<file path="src/rtl/core/vad_pkg.sv">
// ----------------------------------------------------------------------------
// vad_pkg
// Shared types, constants and the arctangent table of the vector angle block.
// ----------------------------------------------------------------------------
`default_nettype none

package vad_pkg;

  localparam int unsigned ANGLE_FRAC = 24;   // fraction bits of the CORDIC angle
  localparam int unsigned NORM_W     = 30;   // normalized operand width
  localparam int unsigned XY_W       = 34;   // CORDIC x/y datapath width
  localparam int unsigned Z_W        = 33;   // CORDIC angle accumulator width
  localparam int unsigned OUT_W      = 24;   // result width
  localparam int unsigned TABLE_LEN  = 32;

  typedef struct packed {
    logic valid;
    logic dot_neg;
    logic degen;
  } vad_side_t;

  // atan(2^-i) in degrees, Q.24, rounded to nearest
  function automatic logic [29:0] atan_deg(input int unsigned idx);
    logic [29:0] v;
    unique case (idx)
      0:  v = 30'd754974720;
      1:  v = 30'd445687602;
      2:  v = 30'd235489088;
      3:  v = 30'd119537938;
      4:  v = 30'd60000934;
      5:  v = 30'd30029717;
      6:  v = 30'd15018523;
      7:  v = 30'd7509720;
      8:  v = 30'd3754917;
      9:  v = 30'd1877466;
      10: v = 30'd938734;
      11: v = 30'd469367;
      12: v = 30'd234684;
      13: v = 30'd117342;
      14: v = 30'd58671;
      15: v = 30'd29335;
      16: v = 30'd14668;
      17: v = 30'd7334;
      18: v = 30'd3667;
      19: v = 30'd1833;
      20: v = 30'd917;
      21: v = 30'd458;
      22: v = 30'd229;
      23: v = 30'd115;
      24: v = 30'd57;
      25: v = 30'd29;
      26: v = 30'd14;
      27: v = 30'd7;
      28: v = 30'd4;
      29: v = 30'd2;
      30: v = 30'd1;
      default: v = 30'd0;
    endcase
    return v;
  endfunction

endpackage

`default_nettype wire

</file>
<file path="src/rtl/core/vad_cordic_stage.sv">
// ----------------------------------------------------------------------------
// vad_cordic_stage
// One registered vectoring CORDIC iteration; side info travels alongside.
// ----------------------------------------------------------------------------
`default_nettype none

module vad_cordic_stage #(
  parameter int unsigned IDX = 0
) (
  input  wire                                  clk_i,
  input  wire                                  rst_ni,
  input  wire                                  en_i,
  input  wire logic signed [vad_pkg::XY_W-1:0] x_i,
  input  wire logic signed [vad_pkg::XY_W-1:0] y_i,
  input  wire logic signed [vad_pkg::Z_W-1:0]  z_i,
  input  wire vad_pkg::vad_side_t              side_i,
  output logic signed [vad_pkg::XY_W-1:0]      x_o,
  output logic signed [vad_pkg::XY_W-1:0]      y_o,
  output logic signed [vad_pkg::Z_W-1:0]       z_o,
  output vad_pkg::vad_side_t                   side_o
);

  localparam logic signed [vad_pkg::Z_W-1:0] ATAN =
    vad_pkg::Z_W'(vad_pkg::atan_deg(IDX));

  logic signed [vad_pkg::XY_W-1:0] x_d, y_d, xs, ys;
  logic signed [vad_pkg::Z_W-1:0]  z_d;
  logic                            ypos;
  logic                            valid_q;
  logic [1:0]                      flags_q;

  assign xs   = x_i >>> IDX;
  assign ys   = y_i >>> IDX;
  assign ypos = !y_i[vad_pkg::XY_W-1] && (y_i != '0);

  always_comb begin
    if (ypos) begin
      x_d = x_i + ys;
      y_d = y_i - xs;
      z_d = z_i + ATAN;
    end else begin
      x_d = x_i - ys;
      y_d = y_i + xs;
      z_d = z_i - ATAN;
    end
  end

  always_ff @(posedge clk_i or negedge rst_ni) begin
    if (!rst_ni) begin
      valid_q <= 1'b0;
    end else if (en_i) begin
      valid_q <= side_i.valid;
    end
  end

  always_ff @(posedge clk_i) begin
    if (en_i) begin
      x_o     <= x_d;
      y_o     <= y_d;
      z_o     <= z_d;
      flags_q <= {side_i.dot_neg, side_i.degen};
    end
  end

  assign side_o.valid   = valid_q;
  assign side_o.dot_neg = flags_q[1];
  assign side_o.degen   = flags_q[0];

endmodule

`default_nettype wire

</file>
<file path="config.mk">
export PLATFORM = sky130hd
export DESIGN_NAME = vad_cordic_stage
export DESIGN_NICKNAME = d
export VERILOG_FILES = /design/src/rtl/core/vad_pkg.sv /design/src/rtl/core/vad_cordic_stage.sv
export SDC_FILE = /design/constraint.sdc
export NUM_CORES = 1
export LEC_CHECK = 0
export BUFFER_PORTS_ARGS = -buffer_cell sky130_fd_sc_hd__buf_2
export CORE_MARGIN = 2
export CORE_UTILIZATION = 60
export CTS_CLUSTER_DIAMETER = 40
export DETAILED_ROUTE_END_ITERATION = 10
export PLACE_DENSITY = 0.95
export SYNTH_ARGS = -nofsm -noshare
export SYNTH_HDL_FRONTEND = slang
export SYNTH_SLANG_ARGS = --single-unit
</file>
<file path="constraint.sdc">
create_clock -name clk_i -period 1.45 [get_ports clk_i]
set_clock_uncertainty 0.2 [all_clocks]
set_input_delay 0.145 -clock clk_i [delete_from_list [all_inputs] [get_ports clk_i]]
set_output_delay 0.145 -clock clk_i [all_outputs]
set_load 0.05 [all_outputs]
</file>
==> impl_results.md, run 1 <==
- H-tree levels: 3
- Sequential element share of the synthesized area: 33.0%
- Last stage the flow got to: clock tree synthesis (4_1_cts)
- Number of cells upsized or downsized after cts: 447
- Buffers inserted during post-CTS setup optimization: 96
- Max Buffers Root-to-Sink: 2
- First error: [ERROR DPL-0038] Utilization greater than 100%, impossible to legalize
- Die X: 129 um
- Area share of and/or/nand/nor cells after synthesis: 13.6%
- Cell count after synthesis: 1,056
- Mean instance size in the synthesized netlist: 8.87 um2
- Number of enable-type register cells in the synthesized netlist: 102
- Mux share of post-synthesis cell area: 0.975%
- Number of placed I/O pins: 211
- Ys Warns: 0
- Dominant combinational cell family by area after synthesis: compound AO/OA/AOI/OAI gates
- Number of distinct library cells after synthesis: 81
- Count of state elements after synthesis: 103
- Std cell rows: 45
- Port Buf Inserts: 210
- Compound-gate portion of the synthesized area: 23.8%
- Initial core utilization: 61.6%
- DP Wirelength: 32,600 um
- Adder-cell share of the synthesized area: 15.0%
- Result of the run: stopped before the end
- Area share of xor/xnor cells in the synthesized design: 6.92%
- Post-synth ARST share: 0.971%
- Count of hold-fix buffers inserted at cts: 31
- Height of the chip: 129 um
- Syn Nets: 1,273
- Num CTS Buffers: 9
- Cell Area, Synth: 0.00937 mm2
- Number of sinks on the clock net: 103
- Most instantiated flip-flop cell in the synthesis netlist: edfxtp_1
- Clk root buf: clkbuf_16
- Gp weighted congestion: 1.08
[per-stage QoR]
| stage | instance area (um2) | setup slack [ns] | std cells | setup TNS [ns] | hold slack, ns |
|---|---|---|---|---|---|
| 2_1_floorplan | 10200 | -1.45 | 1056 | -58.42 | -0.351 |
| 3_5_place_dp | 13700 | -1.84 | 1741 | -108.09 | -0.277 |
| 3_3_place_gp | 13700 | -1.60 | 1741 | -94.34 | -0.280 |
[cells in the mapped netlist (9+ instances only)]
master | instances | area share (%)
nand2_1 | 58 | 2.3
o21bai_1 | 14 | 1.1
edfxtp_1 | 102 | 33
xor2_1 | 12 | 1.1
buf_2 | 10 | 0.53
nor2_1 | 89 | 3.6
a21oi_1 | 126 | 6.7
nor3_1 | 23 | 1.2
nand3_1 | 10 | 0.53
nor2b_1 | 13 | 0.87
o31ai_1 | 15 | 1.2
ha_1 | 106 | 14
clkbuf_1 | 22 | 0.88
nand2b_1 | 15 | 1.0
o21ai_0 | 67 | 3.6
a21o_1 | 21 | 1.7
nor4_1 | 11 | 0.73
and2_1 | 9 | 0.60
inv_1 | 102 | 4.1
xnor2_1 | 62 | 5.8
nand4_1 | 10 | 0.67
[cells by family after synthesis]
| logic type | count (synthesis) |
|---|---|
| AND/OR/NAND/NOR | 264 |
| AO/OA/AOI/OAI | 344 |
| buffers and inverters | 152 |
| XOR/XNOR | 74 |
| flip-flops | 103 |
| multiplexers | 9 |
| adder cells (fa/ha/maj) | 110 |
==> run 2: changes to the inputs <==
- CORE_UTILIZATION: 60 -> 40
- CTS_CLUSTER_DIAMETER: 40 -> default
- PLACE_DENSITY: 0.95 -> default
- PLACE_DENSITY_LB_ADDON: default -> 0.15
==> run 2 against run 1 <==
The flow now finishes, with violations (setup timing). Area after synthesis did not move. Synthesized cell count did not move.
==> impl_results.md, run 2 <==
- Result of the run: finished with violations
- Violations in the final reports: setup timing
- Number of placed I/O pins: 211
- Share of post-route cells with drive strength above 1: 58.0%
- Worst-margin pin slew: 0.584 ns
- Worst reg-to-reg setup slack: 0.51 ns
- H-tree levels: 3
- Post-route minimum period: 2.70 ns
- Initial core utilization: 41.0%
- Leakage power summed over all cells: 0.00782 uW
- Aggregate routed wire length: 39,700 um
- Antenna cell count: 0
- Initial DRC Count: 787
- Hold Path Class: input pin to register
- Max-Slew Margin vs Limit: 60.7%
- Commonest non-fill, non-tap cell in the layout: buf_4
- Number of remaining DRC errors: 0
- Count of state elements after synthesis: 103
- Area of the die: 0.0247 mm2
- Leading cell type by number of instances after synthesis: a21oi_1
- Port Buf Inserts: 210
- Cell count after synthesis: 1,056
- WP data arrival: 2.62 ns
- Post-synthesis to final-layout area growth: 86.9%
- Max-cap violations: 0
- Maximum number of pins on one net before global-route repair: 48
- Overall routing resource usage: 29.5%
- Number of enable-type register cells in the synthesized netlist: 102
- Power density over the cells: 844 mW/mm2
- Detailed-route wire length per cell: 19.5 um
- Number of sinks on the clock net: 103
- Height of the chip: 157 um
- Total chip power: 14,800 uW
- Final design instance area without fill: 0.0175 mm2
- Global-route wire length before repair: 56,300 um
- Crit Path Class: input pin to register
- Final Hold Violating Endpoints: 0
- Syn Nets: 1,273
- Ys Warns: 0
- Detailed Routing Iterations Pass 1: 5
- Maximum clock frequency: 370 MHz
- Number of distinct library cells after synthesis: 81
- Initial antenna violation count: 0
- DR vias/cell: 5.39
- Via Count: 11,000
- Total global routing overflow: 0
- Most instantiated flip-flop cell in the synthesis netlist: edfxtp_1
- Number of nets in the layout: 1,932
- Clock tree from TritonCTS: yes
- DP Wirelength: 28,000 um
- Final setup TNS: -67.00 ns
- Pins Over Slew Limit: 0
- Cell Count Post-Placement: 1,907
- Top reg by flops: y_o
- Post-Route Hold Slack: 0.0238 ns
- Cell Area, Synth: 0.00937 mm2
- Unrepaired setup endpoints after global routing: yes
- Number of setup violations in the final report: 74
- Cell type contributing the most total cell area after synthesis: edfxtp_1
- Biggest regs: y_o: 34 flops, x_o: 33 flops, z_o: 33 flops
- Layout Cells excl Fill: 2,033
- Post-synth ARST share: 0.971%
- Highest fanout seen on the critical path: 3
- Period utilization: 187%
- Max Buffers Root-to-Sink: 2
- Sequential element share of the synthesized area: 33.0%
- Top post-synthesis cells by count: a21oi_1, ha_1, edfxtp_1, inv_1, nor2_1
- PnR worst setup slack: -1.25 ns
- Clock transition at the registers of the reported paths: 0.08 ns
- Commonest non-fill, non-tap cells in the layout: buf_4, buf_2, edfxtp_1, inv_1, ha_1
- Max reg flops: 34
- Clk root buf: clkbuf_16
- Num CTS Buffers: 9
- Mean instance size in the synthesized netlist: 8.87 um2
- Die X: 157 um
- Startpoint class of the critical path: input pin
- Total core area: 0.0228 mm2
- Max IR drop VDD: 0.697 mV
- Residual antenna-violating net count after detailed routing: 0
- Largest cells by area after synthesis: edfxtp_1, ha_1, a21oi_1
- Element type at the critical path end: register
- Clock insertion delay at the later pin of the skew report: 0.36 ns
- Via count of the first global-routing pass: 10,800
- Std cell rows: 55
- Placed Area: 0.0142 mm2
- Gp weighted congestion: 0.966
- Synth top area share: 32.7%
- CP required: 1.36 ns
==> run 2: cell counts after synthesis <==
No cell type changed its count.
==> run 2: metal layers <==
metal / track usage (%) / share of wire, %
met1: 38.0 / 41
met2: 50.1 / 48
met3: 4.32 / 6.6
met4: 11.1 / 4.0
met5: 0 / 0
==> run 2: path summary, 6_finish.rpt <==
path / start / end / cells past startpoint
worst min register to register: valid_q / valid_q / 1
worst min-delay path: y_i[0] / y_o[0] / 3
worst max register to register: valid_q / valid_q / 1
max in group asynchronous: rst_ni / valid_q / 3
worst max-delay path: y_i[31] / z_o[32] / 17
min in group asynchronous: rst_ni / valid_q / 3
==> run 2: metrics by stage <==
stage          util, %  setup slack (ns)
2_1_floorplan        -             -1.45
3_3_place_gp      62.0             -1.88
3_5_place_dp      62.0             -1.93
4_1_cts           71.2             -1.18
5_1_grt           76.6             -1.35
6_report          76.6             -1.25
==> run 2: layout make-up <==
cell class / count / area (um2)
multi-input cells: 801 / 7710
clock inverters: 7 / 66.3
inverters: 104 / 469
repair buffers: 696 / 5550
clock buffers: 9 / 225
well taps: 313 / 392
flip-flops and latches: 103 / 3090
fillers: 1544 / 5340
==> run 2: kinds of logic after synthesis <==
family	count (synthesis)	share of synthesized area [%]
adders and majority gates	110	15.0
and+or+nand+nor	264	13.6
buffers and inverters	152	6.76
DFF	103	33.0
xor gates and xnor gates	74	6.92
muxes	9	0.975
AOI/OAI and AO/OA	344	23.8
==> run 2: power by group <==
group          switching, uW  internal, uW  total [uW]
registers                121          3840        3960
logic                   4800          3500        8300
clock network           1300          1210        2510
total                   6230          8550       14800
==> run 2: what timing repair did <==
item                                   in CTS  in global routing
endpoints found under the hold margin      33                  0
resized for setup                         245                202
gates cloned                                2                  7
setup buffers                              50                 38
setup endpoints to repair                  74                 74
hold buffers                               31                  0
pin swaps                                  99                132
==> run 2: worst max-delay path, cell delays in order <==
cell and delay (ns):
buf_8 0.10, nor4_4 0.34, buf_4 0.16, nand4_1 0.08, buf_4 0.18, nor3_2 0.11, or2_4 0.19, inv_6 0.04
fa_2 0.35, inv_2 0.07, a21oi_2 0.05, o21ai_2 0.19, a21oi_2 0.08, o21bai_1 0.20, a21o_1 0.15, a21oi_2 0.06
xnor2_1 0.12
Note: power is estimated with default switching activity, not from simulation.
